==> src/hdl/lcv_pkg.sv <==
// ----------------------------------------------------------------------------
// lcv_pkg
// Shared constants, result type and character helpers for the cursor checker.
// ----------------------------------------------------------------------------
package lcv_pkg;

	localparam int unsigned BYTE_W  = 8;
	localparam int unsigned POS_W   = 8;
	localparam int unsigned SEC_W   = 3;
	localparam int unsigned OFF_W   = 2;
	localparam int unsigned M_DATA_W = 16;

	localparam logic [BYTE_W-1:0] EXPECTED_LENGTH_RESET = 8'd122;
	localparam logic [POS_W-1:0]  COUNT_MAX             = 8'd255;
	localparam logic [POS_W-1:0]  LENGTH_NONE           = 8'd0;

	// section codes
	localparam logic [SEC_W-1:0] SEC_S = 3'd0;
	localparam logic [SEC_W-1:0] SEC_I = 3'd1;
	localparam logic [SEC_W-1:0] SEC_B = 3'd2;
	localparam logic [SEC_W-1:0] SEC_M = 3'd3;
	localparam logic [SEC_W-1:0] SEC_T = 3'd4;
	localparam logic [SEC_W-1:0] SEC_X = 3'd5;

	localparam logic [BYTE_W-1:0] CH_SEMI = 8'h3B; // ';'
	localparam logic [BYTE_W-1:0] CH_EQ   = 8'h3D; // '='
	localparam logic [BYTE_W-1:0] CH_NUL  = 8'h00;

	typedef struct packed {
		logic             valid_res;
		logic [POS_W-1:0] stop_position;
	} lcv_result_t;

	function automatic logic is_hex(input logic [BYTE_W-1:0] c);
		return (c >= 8'h30 && c <= 8'h39) || (c >= 8'h61 && c <= 8'h66) ||
		       (c >= 8'h41 && c <= 8'h46);
	endfunction

	function automatic logic [OFF_W-1:0] pfx_len(input logic [SEC_W-1:0] sec);
		return (sec == SEC_S) ? 2'd2 : 2'd3;
	endfunction

	function automatic logic [BYTE_W-1:0] pfx_char(input logic [SEC_W-1:0] sec,
	                                               input logic [OFF_W-1:0] off);
		logic [BYTE_W-1:0] tag;
		unique case (sec)
			SEC_S:   tag = 8'h73; // 's'
			SEC_I:   tag = 8'h69; // 'i'
			SEC_B:   tag = 8'h62; // 'b'
			SEC_M:   tag = 8'h6D; // 'm'
			SEC_T:   tag = 8'h74; // 't'
			default: tag = 8'h78; // 'x'
		endcase
		if (sec == SEC_S) begin
			unique case (off)
				2'd0:    return tag;
				2'd1:    return CH_EQ;
				default: return CH_NUL;
			endcase
		end else begin
			unique case (off)
				2'd0:    return CH_SEMI;
				2'd1:    return tag;
				default: return CH_EQ;
			endcase
		end
	endfunction

endpackage

==> src/hdl/lcv_parser.sv <==
// ----------------------------------------------------------------------------
// lcv_parser
// Parse state of the cursor string; advances one byte per step and forms the
// result on the last byte.
// ----------------------------------------------------------------------------
module lcv_parser (
	input  logic                        clk,
	input  logic                        arst_n,
	input  logic                        step,
	input  logic [lcv_pkg::BYTE_W-1:0]  char_byte,
	input  logic                        last,
	input  logic [lcv_pkg::BYTE_W-1:0]  expected_length,
	output lcv_pkg::lcv_result_t        res
);
	import lcv_pkg::*;

	typedef struct packed {
		logic [POS_W-1:0] byte_count;
		logic [SEC_W-1:0] section;
		logic [OFF_W-1:0] prefix_offset;
		logic             scanning;
		logic             stopped;
		logic [POS_W-1:0] stop_index;
		logic [POS_W-1:0] prefix_start;
	} pstate_t;

	pstate_t st_q;
	pstate_t st_nxt;
	pstate_t st_upd;

	function automatic pstate_t check_char(input pstate_t s, input logic [BYTE_W-1:0] c);
		pstate_t          r;
		logic [SEC_W-1:0] sec;
		logic [OFF_W-1:0] off;
		logic [OFF_W-1:0] len;
		r   = s;
		sec = (s.section > SEC_X) ? SEC_X : s.section;
		off = (s.prefix_offset == 2'd3) ? 2'd2 : s.prefix_offset;
		len = pfx_len(sec);
		if (off < len && c == pfx_char(sec, off)) begin
			r.prefix_offset = 2'(off + 2'd1);
			if (2'(off + 2'd1) >= len) begin
				r.scanning = 1'b1;
			end
		end else begin
			r.stopped    = 1'b1;
			r.stop_index = s.prefix_start;
		end
		return r;
	endfunction

	function automatic pstate_t open_next(input pstate_t s, input logic [BYTE_W-1:0] c);
		pstate_t r;
		r               = s;
		r.section       = 3'(s.section + 3'd1);
		r.prefix_start  = s.byte_count;
		r.prefix_offset = '0;
		r.scanning      = 1'b0;
		return check_char(r, c);
	endfunction

	always_comb begin
		st_upd = st_q;
		if (!st_q.stopped) begin
			if (!st_q.scanning) begin
				st_upd = check_char(st_q, char_byte);
			end else if (st_q.section == SEC_S) begin
				if (char_byte == CH_SEMI) begin
					st_upd = open_next(st_q, char_byte);
				end
			end else if (is_hex(char_byte)) begin
				st_upd = st_q;
			end else if (st_q.section >= SEC_X) begin
				st_upd.stopped    = 1'b1;
				st_upd.stop_index = st_q.byte_count;
			end else begin
				st_upd = open_next(st_q, char_byte);
			end
		end
		if (st_q.byte_count != COUNT_MAX) begin
			st_upd.byte_count = 8'(st_q.byte_count + 8'd1);
		end
	end

	always_comb begin
		res = '0;
		if (expected_length == LENGTH_NONE || expected_length == COUNT_MAX ||
		    st_upd.byte_count != expected_length) begin
			res = '0;
		end else if (st_upd.stopped) begin
			res.stop_position = st_upd.stop_index;
		end else if (!st_upd.scanning) begin
			res.stop_position = st_upd.prefix_start;
		end else begin
			res.stop_position = st_upd.byte_count;
			res.valid_res     = (st_upd.section == SEC_X);
		end
	end

	// clear after the last byte so the next string starts fresh
	assign st_nxt = last ? pstate_t'('0) : st_upd;

	always_ff @(posedge clk or negedge arst_n) begin
		if (!arst_n) begin
			st_q <= '0;
		end else if (step) begin
			st_q <= st_nxt;
		end
	end

endmodule

==> src/hdl/log_cursor_validator_top.sv <==
// ----------------------------------------------------------------------------
// log_cursor_validator_top
// Streams a cursor string in byte by byte and reports its validity.
// ----------------------------------------------------------------------------
// One byte per cycle goes in on the slave stream while s_tready is high; s_tlast
// closes a string. The byte waits in an input register while the parser updates
// its state, and on the last byte the result is loaded into the output register,
// so a result passes the input register and then the output register. The input
// side keeps taking a byte every cycle as long as the output register can be
// emptied; a held result stalls input only when a second last byte arrives
// behind it. Write expected_length only while no string is in flight.
module log_cursor_validator_top (
	input  logic                          clk,
	input  logic                          arst_n,
	input  logic                          s_tvalid,
	output logic                          s_tready,
	input  logic [lcv_pkg::BYTE_W-1:0]    s_tdata,  // [7:0] char_byte
	input  logic                          s_tlast,  // last
	output logic                          m_tvalid,
	input  logic                          m_tready,
	output logic [lcv_pkg::M_DATA_W-1:0]  m_tdata,  // [0] valid_res, [8:1] stop_position
	input  logic                          cfg_wr_en,
	input  logic [lcv_pkg::BYTE_W-1:0]    cfg_wr_data
);
	import lcv_pkg::*;

	logic [BYTE_W-1:0] expected_length_q;
	logic              valid_s1;
	logic [BYTE_W-1:0] byte_s1;
	logic              last_s1;
	logic              advance;
	logic              out_free;
	lcv_result_t       res;
	lcv_result_t       res_q;
	logic              out_valid_q;

	assign out_free = !out_valid_q || m_tready;
	assign advance  = valid_s1 && (!last_s1 || out_free);
	assign s_tready = !valid_s1 || advance;

	always_ff @(posedge clk or negedge arst_n) begin
		if (!arst_n) begin
			expected_length_q <= EXPECTED_LENGTH_RESET;
		end else if (cfg_wr_en) begin
			expected_length_q <= cfg_wr_data;
		end
	end

	always_ff @(posedge clk or negedge arst_n) begin
		if (!arst_n) begin
			valid_s1 <= 1'b0;
		end else if (s_tready) begin
			valid_s1 <= s_tvalid;
		end
	end

	always_ff @(posedge clk) begin
		if (s_tready && s_tvalid) begin
			byte_s1 <= s_tdata;
			last_s1 <= s_tlast;
		end
	end

	lcv_parser u_parser (
		.clk             (clk),
		.arst_n          (arst_n),
		.step            (advance),
		.char_byte       (byte_s1),
		.last            (last_s1),
		.expected_length (expected_length_q),
		.res             (res)
	);

	always_ff @(posedge clk or negedge arst_n) begin
		if (!arst_n) begin
			out_valid_q <= 1'b0;
		end else if (advance && last_s1) begin
			out_valid_q <= 1'b1;
		end else if (m_tready) begin
			out_valid_q <= 1'b0;
		end
	end

	// hold the result until the sink takes it
	always_ff @(posedge clk) begin
		if (advance && last_s1) begin
			res_q <= res;
		end
	end

	assign m_tvalid = out_valid_q;
	assign m_tdata  = M_DATA_W'({res_q.stop_position, res_q.valid_res});

endmodule

==> config.mk <==
export PLATFORM = sky130hd
export DESIGN_NAME = log_cursor_validator_top
export DESIGN_NICKNAME = d
export VERILOG_FILES = /design/src/hdl/lcv_pkg.sv /design/src/hdl/lcv_parser.sv /design/src/hdl/log_cursor_validator_top.sv
export SDC_FILE = /design/constraint.sdc
export NUM_CORES = 1
export LEC_CHECK = 0
export BUFFER_PORTS_ARGS = -buffer_cell sky130_fd_sc_hd__buf_4
export CAP_MARGIN = 30
export CORE_ASPECT_RATIO = 0.5
export CORE_MARGIN = 10
export CORE_UTILIZATION = 55
export DETAILED_ROUTE_END_ITERATION = 16
export PLACE_DENSITY = 0.75
export SLEW_MARGIN = 5
export SYNTH_ARGS = -nofsm -noshare
export SYNTH_HDL_FRONTEND = slang
export SYNTH_SLANG_ARGS = --single-unit
==> constraint.sdc <==
create_clock -name clk -period 9 [get_ports clk]
set_input_delay 2.7 -clock clk [delete_from_list [all_inputs] [get_ports clk]]
set_output_delay 2.7 -clock clk [all_outputs]
set_load 0.05 [all_outputs]
==> results by group, run 1 <==
Critical path
  – CP cell instances: buf_4 > nand4b_1 > buf_4
  – WP data required: roughly 6.3 ns
  – CP startpoint kind: primary input
  – CP delay by family, top: buffers and inverters
  – Critical path depth: 3
  – CP max stage cell: buf_4
  – CP endpoint kind: primary output
  – Critical path fanouts, max: 3
  – Worst R2R Start: u_parser.st_q[20]
  – Worst Setup SP: m_tready
  – Max incr delay on CP: around 0.24 ns
  – Depth of the most critical reg-to-reg path: 12
  – Most frequent CP cell: buf_4
  – Buf/Inv on CP: 2
  – CP Class: in2out
  – Critical Path AT: 3.24 ns

Placement
  – DP Area: about 4200 um^2
  – I/O Buffers: 32
  – Dpl cells: 550
  – Post-DP HPWL: about 7600 um
  – GP Congestion: ~0.95
  – Pre-CTS setup slack: about 3.1 ns

Die
  – Initial Util: between 50% and 60%
  – # IOs: 40
  – Die H: approximately 80 um
  – DIE AREA: roughly 11000 um^2
  – Core area: between 6000 and 7000 um^2
  – Site row count: 21
  – Die X: roughly 140 um

Synthesis
  – Count leader, synth: nand2_1
  – Top FF cell, synth: dfrtp_1
  – Yosys warnings: 0
  – Syn_area_per_cell: slightly below 9 um^2
  – Post-synth EDFFs: 18
  – Area contributors post-synth: dfrtp_1 (23%), edfxtp_1 (14%), o21ai_0 (4.4%)
  – Post-synth top area cell: dfrtp_1
  – Unique masters post-synth: 66
  – Sequential area share after synthesis: about two fifths
  – Synth Cell Area: 3980 um^2
  – Post-synth top cells: nand2_1 (45), dfrtp_1 (36), o21ai_0 (35)
  – Post-synth top area share: a little under a quarter
  – Yosys reg bits: 59
  – Synthesized netlist cell count: about 450
  – Post-synth ARST share: between 60 and 70%

STA
  – Final Max Tran Viols: 0
  – Min Tclk post-route: 5.94 ns
  – Worst-margin pin slew: about 0.96 ns
  – Hold Vio Cnt, Final: 0
  – Final Skew: approximately 0.0047 ns
  – Slew margin rel.: between 30% and 40%
  – Hold Slack: between 0.5 and 0.6 ns
  – Fin Setup TNS: 0 ns
  – RSZ-0062 raised after global routing: no
  – Peak Freq: around 0.17 GHz
  – Final period util: around two thirds
  – Setup violations, final: 0
  – Post-route setup slack: roughly 3 ns

Global route
  – First-pass GRT wire length: about 18000 um
  – Largest net degree at the start of global routing: 42
  – GRT Total Usage: between 10% and 20%
  – Initial antenna violation count: 0
  – Vias in the first global route: 3369
  – Met2 Resource Use GR: about 29%
  – Grt peak-use layer: met2
  – Gr ovfl total: 0
  – Met1 usage: roughly a quarter
  – M3 GR Usage: under 10%

Cells and area
  – Nets: roughly 500
  – Fin util: between 60% and 70%
  – Post-Layout Cell Count: roughly 570
  – Final instance area: approximately 4500 um^2
  – Filler Cells Inserted: 581
  – FF+latch area: between 1500 and 2000 um^2
  – Share of layout cells above drive strength 1: 15.6%
  – Multi-input gate area: 2210 um^2
  – Area growth, synth to finish: 12.8%
  – Antenna Cells: 0

Clock network
  – Root buffer cell: clkbuf_16
  – Postcts setup bufs: 0
  – TritonCTS clock tree: yes
  – Post_cts resized: 0
  – TritonCTS Buffers: 9
  – H-tree levels: 3
  – Clock sink count: slightly below 60
  – Max clock buf depth: 2
  – Clock-pin slew on the worst setup and hold paths: ~0.05 ns
  – CTS Hold Bufs: 0
  – Worst skew pair latency: between 0.3 and 0.4 ns

Worst hold path
  – WHS Path Cells: 2
  – Hold Startpoint: u_parser.st_q[7]
  – Hold Crit Class: reg2reg

Route
  – Post-route DRC: 0
  – DR iter-0 viols: 453
  – Wire per inst: around 19 um
  – Via count: around 3700
  – Routed Antenna Nets: 0
  – DR vias/cell: between 6 and 7
  – Iteration count of the initial detailed-routing pass: 5
  – Routed wire length: 11000 um

Power and ir drop
  – Overall power: roughly 0.73 mW
  – Pwr Density: approximately 160 nW/um^2
  – Leak: ~1.8 nW
  – Max IR drop VDD: approximately 150 uV

Outcome
  – Outcome: completed

Run
  – Max cap viols: 0
==> metal layers <==
layer,vias up,part of all wire [%],wire [um]
met4,0,2.3,250
met2,200,43,4790
met1,1722,46,5030
met5,-,0,0
li1,1705,-,-
met3,28,8.8,967
==> placed cells by master, fill, tap and decap left out, types with 6 or more instances in the layout <==
master / Yosys / final
a21oi_1: 29 / 29
a22oi_1: 10 / 10
buf_4: 8 / 36
clkbuf_16: 0 / 9
conb_1: 1 / 7
dfrtp_1: 36 / 36
edfxtp_1: 18 / 18
ha_1: 7 / 7
inv_1: 10 / 10
mux2_2: 13 / 13
mux2i_1: 12 / 12
nand2_1: 45 / 45
nand2b_1: 12 / 12
nand3_1: 10 / 10
nor2_1: 30 / 30
nor2b_1: 9 / 9
nor3_1: 26 / 26
o21ai_0: 35 / 35
o22ai_1: 6 / 6
or3_1: 7 / 7
==> cell type report <==
type | count | share of cell area [%]
clock buffer | 10 | 5.09
inverter | 12 | 1.00
timing repair buffer | 36 | 6.01
multi-input combinational | 351 | 49.1
clock inverter | 6 | 1.25
sequential | 59 | 35.0
tap | 92 | 2.56
==> registers in the layout, summed over array words and instances, names as in the netlist <==
signal and count:
valid_s1 1, expected_length_q 8, m_tvalid 1, m_tdata 9, last_s1 1, byte_s1 8
u_parser.st_q 31
==> path summary, 6_finish.rpt <==
path / end / slack [ns]
setup reg to reg: m_tdata[7] / 4.54
min in group asynchronous: expected_length_q[0] / 2.35
hold reg to reg: u_parser.st_q[7] / 0.56
hold / removal: u_parser.st_q[7] / 0.56
setup / recovery: s_tready / 3.06
max in group asynchronous: u_parser.st_q[22] / 6.28
==> cells by family after synthesis <==
| family | count (synthesis) | synth area share (%) |
|---|---|---|
| adders and majority gates | 7 | 2.20 |
| muxes | 25 | 6.69 |
| xor gates and xnor gates | 8 | 1.76 |
| AOI/OAI and AO/OA | 135 | 22.6 |
| buffers and inverters | 50 | 5.72 |
| and+or+nand+nor | 169 | 21.5 |
| DFF | 59 | 39.5 |
| other | 1 | 0.0941 |
==> report_power, final <==
part / switching (mW) / leakage (nW) / internal [mW]
registers: 0.0208 / 0.714 / 0.292
logic: 0.0546 / 0.968 / 0.0337
clock network: 0.122 / 0.140 / 0.211
total: 0.197 / 1.82 / 0.537
==> tightest hold or removal path: stages (launching register included) <==
cell	delay, ns
dfrtp_1	0.40
nand2_1	0.06
o21ai_0	0.06
Power figures use the tool's default switching activity.
==> run 2, diff against run 1 <==
CORE_UTILIZATION = 54   (was 55)
PLACE_DENSITY = 0.77   (was 0.75)
clock period = 4.85 ns   (was 9 ns; I/O delays follow)
==> results by group, run 2 (same netlist as run 1, synthesis figures left out) <==
Critical path
  – Critical Path AT: ~4.4 ns
  – Critical path fanouts, max: 14
  – CP max stage cell: or3_1
  – Worst Setup SP: u_parser.st_q[20]
  – CP startpoint kind: register
  – Worst R2R Start: u_parser.st_q[20]
  – CP Class: reg2reg
  – Most frequent CP cell: or3_1
  – WP data required: ~5.0 ns
  – Max incr delay on CP: around 0.62 ns
  – CP cell instances: inv_1 > ha_1 > nor2b_4 > inv_2 > a22o_1 > or3_1 > a2111oi_2 > nand4_1 > buf_4 > nor2b_1 > or3_1 > a311o_1 > o21ai_1
  – CP endpoint kind: register

Route
  – Iteration count of the initial detailed-routing pass: 6
  – Via count: 3702
  – Post-route DRC: 0
  – Routed Antenna Nets: 0
  – Routed wire length: 11200 um
  – DR vias/cell: approximately 6.5
  – Wire per inst: between 15 and 20 um
  – DR iter-0 viols: a little over 300

STA
  – Final Max Tran Viols: 0
  – Final Skew: about 0.0068 ns
  – Hold Vio Cnt, Final: 0
  – Worst-margin pin slew: slightly below 1 ns
  – Final period util: slightly below 90%
  – RSZ-0062 raised after global routing: no
  – Hold Slack: approximately 0.57 ns
  – Min Tclk post-route: about 4.2 ns
  – Peak Freq: ~0.24 GHz
  – Slew margin rel.: approximately a third
  – Fin Setup TNS: 0 ns
  – Setup violations, final: 0

Global route
  – Gr ovfl total: 0
  – Largest net degree at the start of global routing: 42
  – Vias in the first global route: 3569
  – First-pass GRT wire length: 18000 um
  – GRT Total Usage: about a fifth
  – Initial antenna violation count: 0

Outcome
  – Outcome: completed

Clock network
  – Worst skew pair latency: around 0.34 ns
  – Root buffer cell: clkbuf_16
  – Postcts setup bufs: 0
  – H-tree levels: 3
  – Clock-pin slew on the worst setup and hold paths: about 0.050 ns
  – TritonCTS Buffers: 9
  – Max clock buf depth: 2
  – Clock sink count: slightly below 60
  – TritonCTS clock tree: yes
  – Post_cts resized: 0
  – CTS Hold Bufs: 0

Die
  – # IOs: 40
  – Die H: about 80 um
  – Initial Util: a little under three fifths
  – Core area: ~7200 um^2
  – Site row count: 22
  – Die X: ~140 um
  – DIE AREA: between 10000 and 15000 um^2

Cells and area
  – Filler Cells Inserted: about 630
  – Nets: 498
  – Commonest non-fill, non-tap cell in the layout: nand2_1
  – Share of layout cells above drive strength 1: 15.4%
  – Max FFs per register: 31
  – Multi-input gate area: 2210 um^2
  – Most frequent cells in the layout: nand2_1 (45), dfrtp_1 (36), buf_4 (36)
  – Biggest register: u_parser.st_q
  – Area growth, synth to finish: 12.7%
  – Antenna Cells: 0
  – Fin util: 62.0%
  – FF+latch area: ~1600 um^2

Worst hold path
  – Hold Startpoint: u_parser.st_q[7]
  – Hold Crit Class: reg2reg

Power and ir drop
  – Max IR drop VDD: 219 uV
  – Leak: around 1.8 nW
  – Pwr Density: just under 300 nW/um^2
  – Overall power: ~1.3 mW

Placement
  – GP Congestion: a little over 0.9
  – Post-DP HPWL: between 7000 and 8000 um
  – I/O Buffers: 32

Run
  – Max cap viols: 0
[run 2: cell type report]
cell class / instances / area share [%]
multi-input cells: 351 / 49.1
clock inverters: 2 / 0.279
well taps: 96 / 2.67
repair buffers: 36 / 6.02
inverters: 12 / 1.00
clock buffers: 14 / 5.88
flip-flops and latches: 59 / 35.0
[run 2: final timing paths]
check	to	slack, ns	cells past startpoint
min	u_parser.st_q[7]	0.57	2
min in group asynchronous	expected_length_q[2]	1.10	1
max	m_tdata[6]	0.63	13
max in group asynchronous	u_parser.st_q[16]	3.35	1
min reg2reg	u_parser.st_q[7]	0.57	2
max reg2reg	m_tdata[6]	0.63	13
[run 2: metal layers]
layer	vias up	global-route usage (%)	wire length, um
met2	228	31.3	5020
met5	-	0	0
met4	0	9.53	247
met3	23	6.75	1230
li1	1706	-	-
met1	1745	24.2	4720
[run 2: per-stage QoR]
stage | setup WS (ns) | std cells | instance area, um^2
final | 0.630 | 570 | 4490
after global routing | 0.308 | 570 | 4490
after CTS | 0.708 | 570 | 4490
after floorplan | 1.36 | 460 | 4010
after global placement | 0.852 | 554 | 4210
after detailed placement | 0.730 | 554 | 4210
[run 2: power breakdown]
group          switching [mW]  internal (mW)
sequential             0.0392          0.541
clock                   0.221          0.373
combinational           0.102         0.0626
[run 2: worst max-delay path, delay by kind of cell (launching register included)]
family | cells | cell delay, ns
buffers and inverters | 3 | 0.49
and+or+nand+nor | 5 | 1.66
DFF | 1 | 0.53
AOI/OAI and AO/OA | 4 | 1.03
adders and majority gates | 1 | 0.34
==> run 3, diff against run 2 <==
REMOVE_ABC_BUFFERS = 1   (was not set)
==> results by group, run 3 (same netlist as run 1, synthesis figures left out) <==
Run
  – Max cap viols: 0

Die
  – Site row count: 22
  – DIE AREA: 11400 um^2
  – Core area: between 7000 and 8000 um^2
  – Die X: ~140 um
  – Initial Util: a little under three fifths
  – # IOs: 40
  – Die H: 80.7 um

Cells and area
  – Post-Layout Cell Count: 570
  – Fin util: 62.4%
  – Commonest non-fill, non-tap cell in the layout: nand2_1
  – Area growth, synth to finish: 13.3%
  – Antenna Cells: 0
  – Max FFs per register: 31
  – Most frequent cells in the layout: nand2_1 (45), dfrtp_1 (36), buf_4 (36)
  – Biggest register: u_parser.st_q
  – Final instance area: 4520 um^2
  – Nets: around 500
  – Filler Cells Inserted: 601
  – Share of layout cells above drive strength 1: roughly 16%

STA
  – Slew margin rel.: 33.9%
  – Min Tclk post-route: roughly 4.2 ns
  – Worst-margin pin slew: ~0.99 ns
  – Peak Freq: 0.237 GHz
  – Setup violations, final: 0
  – Final period util: between 80% and 90%
  – Final Max Tran Viols: 0
  – Fin Setup TNS: 0 ns
  – RSZ-0062 raised after global routing: no
  – Final Skew: 0.00516 ns
  – Hold Vio Cnt, Final: 0

Clock network
  – Clock-pin slew on the worst setup and hold paths: 0.05 ns
  – CTS Hold Bufs: 0
  – Postcts setup bufs: 0
  – TritonCTS Buffers: 9
  – Worst skew pair latency: 0.34 ns
  – TritonCTS clock tree: yes
  – Clock sink count: between 50 and 60
  – Post_cts resized: 0
  – Max clock buf depth: 2
  – H-tree levels: 3
  – Root buffer cell: clkbuf_16

Critical path
  – WP data required: between 4 and 5 ns
  – CP max stage cell: or3_1
  – CP cell instances: inv_1 > ha_1 > nor2b_4 > inv_2 > a22o_1 > or3_1 > a2111oi_2 > nand4_1 > buf_4 > nor2b_1 > or3_1 > o41ai_1
  – CP Class: reg2reg
  – CP endpoint kind: register
  – Buf/Inv on CP: 3
  – Critical Path AT: approximately 4.4 ns
  – Max incr delay on CP: ~0.65 ns
  – Critical path fanouts, max: 14
  – Most frequent CP cell: or3_1
  – CP delay by family, top: simple AND/OR/NAND/NOR gates
  – R2R setup slack: between 0.6 and 0.7 ns
  – CP startpoint kind: register

Outcome
  – Outcome: completed

Global route
  – Vias in the first global route: between 3000 and 4000
  – Largest net degree at the start of global routing: 42
  – Gr ovfl total: 0
  – GRT Total Usage: 19.6%
  – First-pass GRT wire length: roughly 18000 um
  – Initial antenna violation count: 0

Route
  – DR vias/cell: between 6 and 7
  – Routed wire length: 10900 um
  – Routed Antenna Nets: 0
  – Iteration count of the initial detailed-routing pass: 7
  – Via count: ~3700
  – DR iter-0 viols: 474
  – Post-route DRC: 0
  – Wire per inst: about 19 um

Worst hold path
  – Hold Crit Class: reg2reg

Power and ir drop
  – Pwr Density: between 300 and 400 nW/um^2
  – Logic gate share of total power: approximately an eighth
  – Leak: between 1.5 and 2 nW
  – Net switching share of the total power: between 20 and 30%
  – Sequential power share: a little over two fifths
  – Sw Pwr: roughly 0.38 mW
  – Max IR drop VDD: ~170 uV
  – Pint: 1.01 mW
  – Overall power: roughly 1.4 mW
  – Clk pwr share: 46.6%

Placement
  – DP Area: between 4000 and 5000 um^2
  – I/O Buffers: 32
  – GP Congestion: about 1
  – Post-DP HPWL: between 7000 and 8000 um
  – Dpl cells: between 500 and 600
==> run 3: cell types whose count changed in the layout (fill, tap and decap cells not counted), sizes merged <==
cell | before | now
clkinv | 2 | 3
clkbuf | 14 | 10
bufinv | 0 | 1
inv | 11 | 13
==> run 3: area by class of cell <==
type | instances | area [um^2] | share of cell area, %
Clock inverter | 6 | 62.6 | 1.39
Inverter | 12 | 45.0 | 0.998
Timing Repair Buffer | 36 | 270 | 5.99
Multi-Input combinational cell | 351 | 2210 | 48.9
Clock buffer | 10 | 239 | 5.29
Tap cell | 96 | 120 | 2.66
Sequential cell | 59 | 1570 | 34.8
==> run 3: tightest hold or removal path, stage by stage (launching register included) <==
cell and delay, ns:
dfrtp_1 0.40, nand2_1 0.06, o21ai_0 0.06
==> run 3: routing by layer <==
metal / track usage (%) / share of wire, %
met1: 26.1 / 44
met2: 30.1 / 45
met3: 6.00 / 8.7
met4: 6.49 / 1.9
met5: 0 / 0
==> run 3: through the flow <==
step | worst slack [ns] | hold slack [ns]
floorplan | 0.720 | 0.485
global placement | 0.849 | 0.543
detailed placement | 0.722 | 0.546
CTS | 0.678 | 0.563
global route | 0.427 | 0.589
finish | 0.638 | 0.560
==> run 3: path summary, 6_finish.rpt <==
path,start,to,cells past startpoint
worst max register to register,u_parser.st_q[20],m_tdata[2],12
max in group asynchronous,arst_n,expected_length_q[1],1
worst max-delay path,u_parser.st_q[20],m_tdata[2],12
worst min-delay path,u_parser.st_q[7],u_parser.st_q[7],2
min in group asynchronous,arst_n,expected_length_q[7],1
worst min register to register,u_parser.st_q[7],u_parser.st_q[7],2
==> run 3: power groups by stage <==
stage	clock (mW)	combinational (mW)	sequential [mW]
floorplan	0	0.0965	0.587
global placement	0	0.160	0.585
detailed placement	0	0.162	0.587
CTS	0.652	0.163	0.578
global route	0.680	0.179	0.582
finish	0.649	0.164	0.580
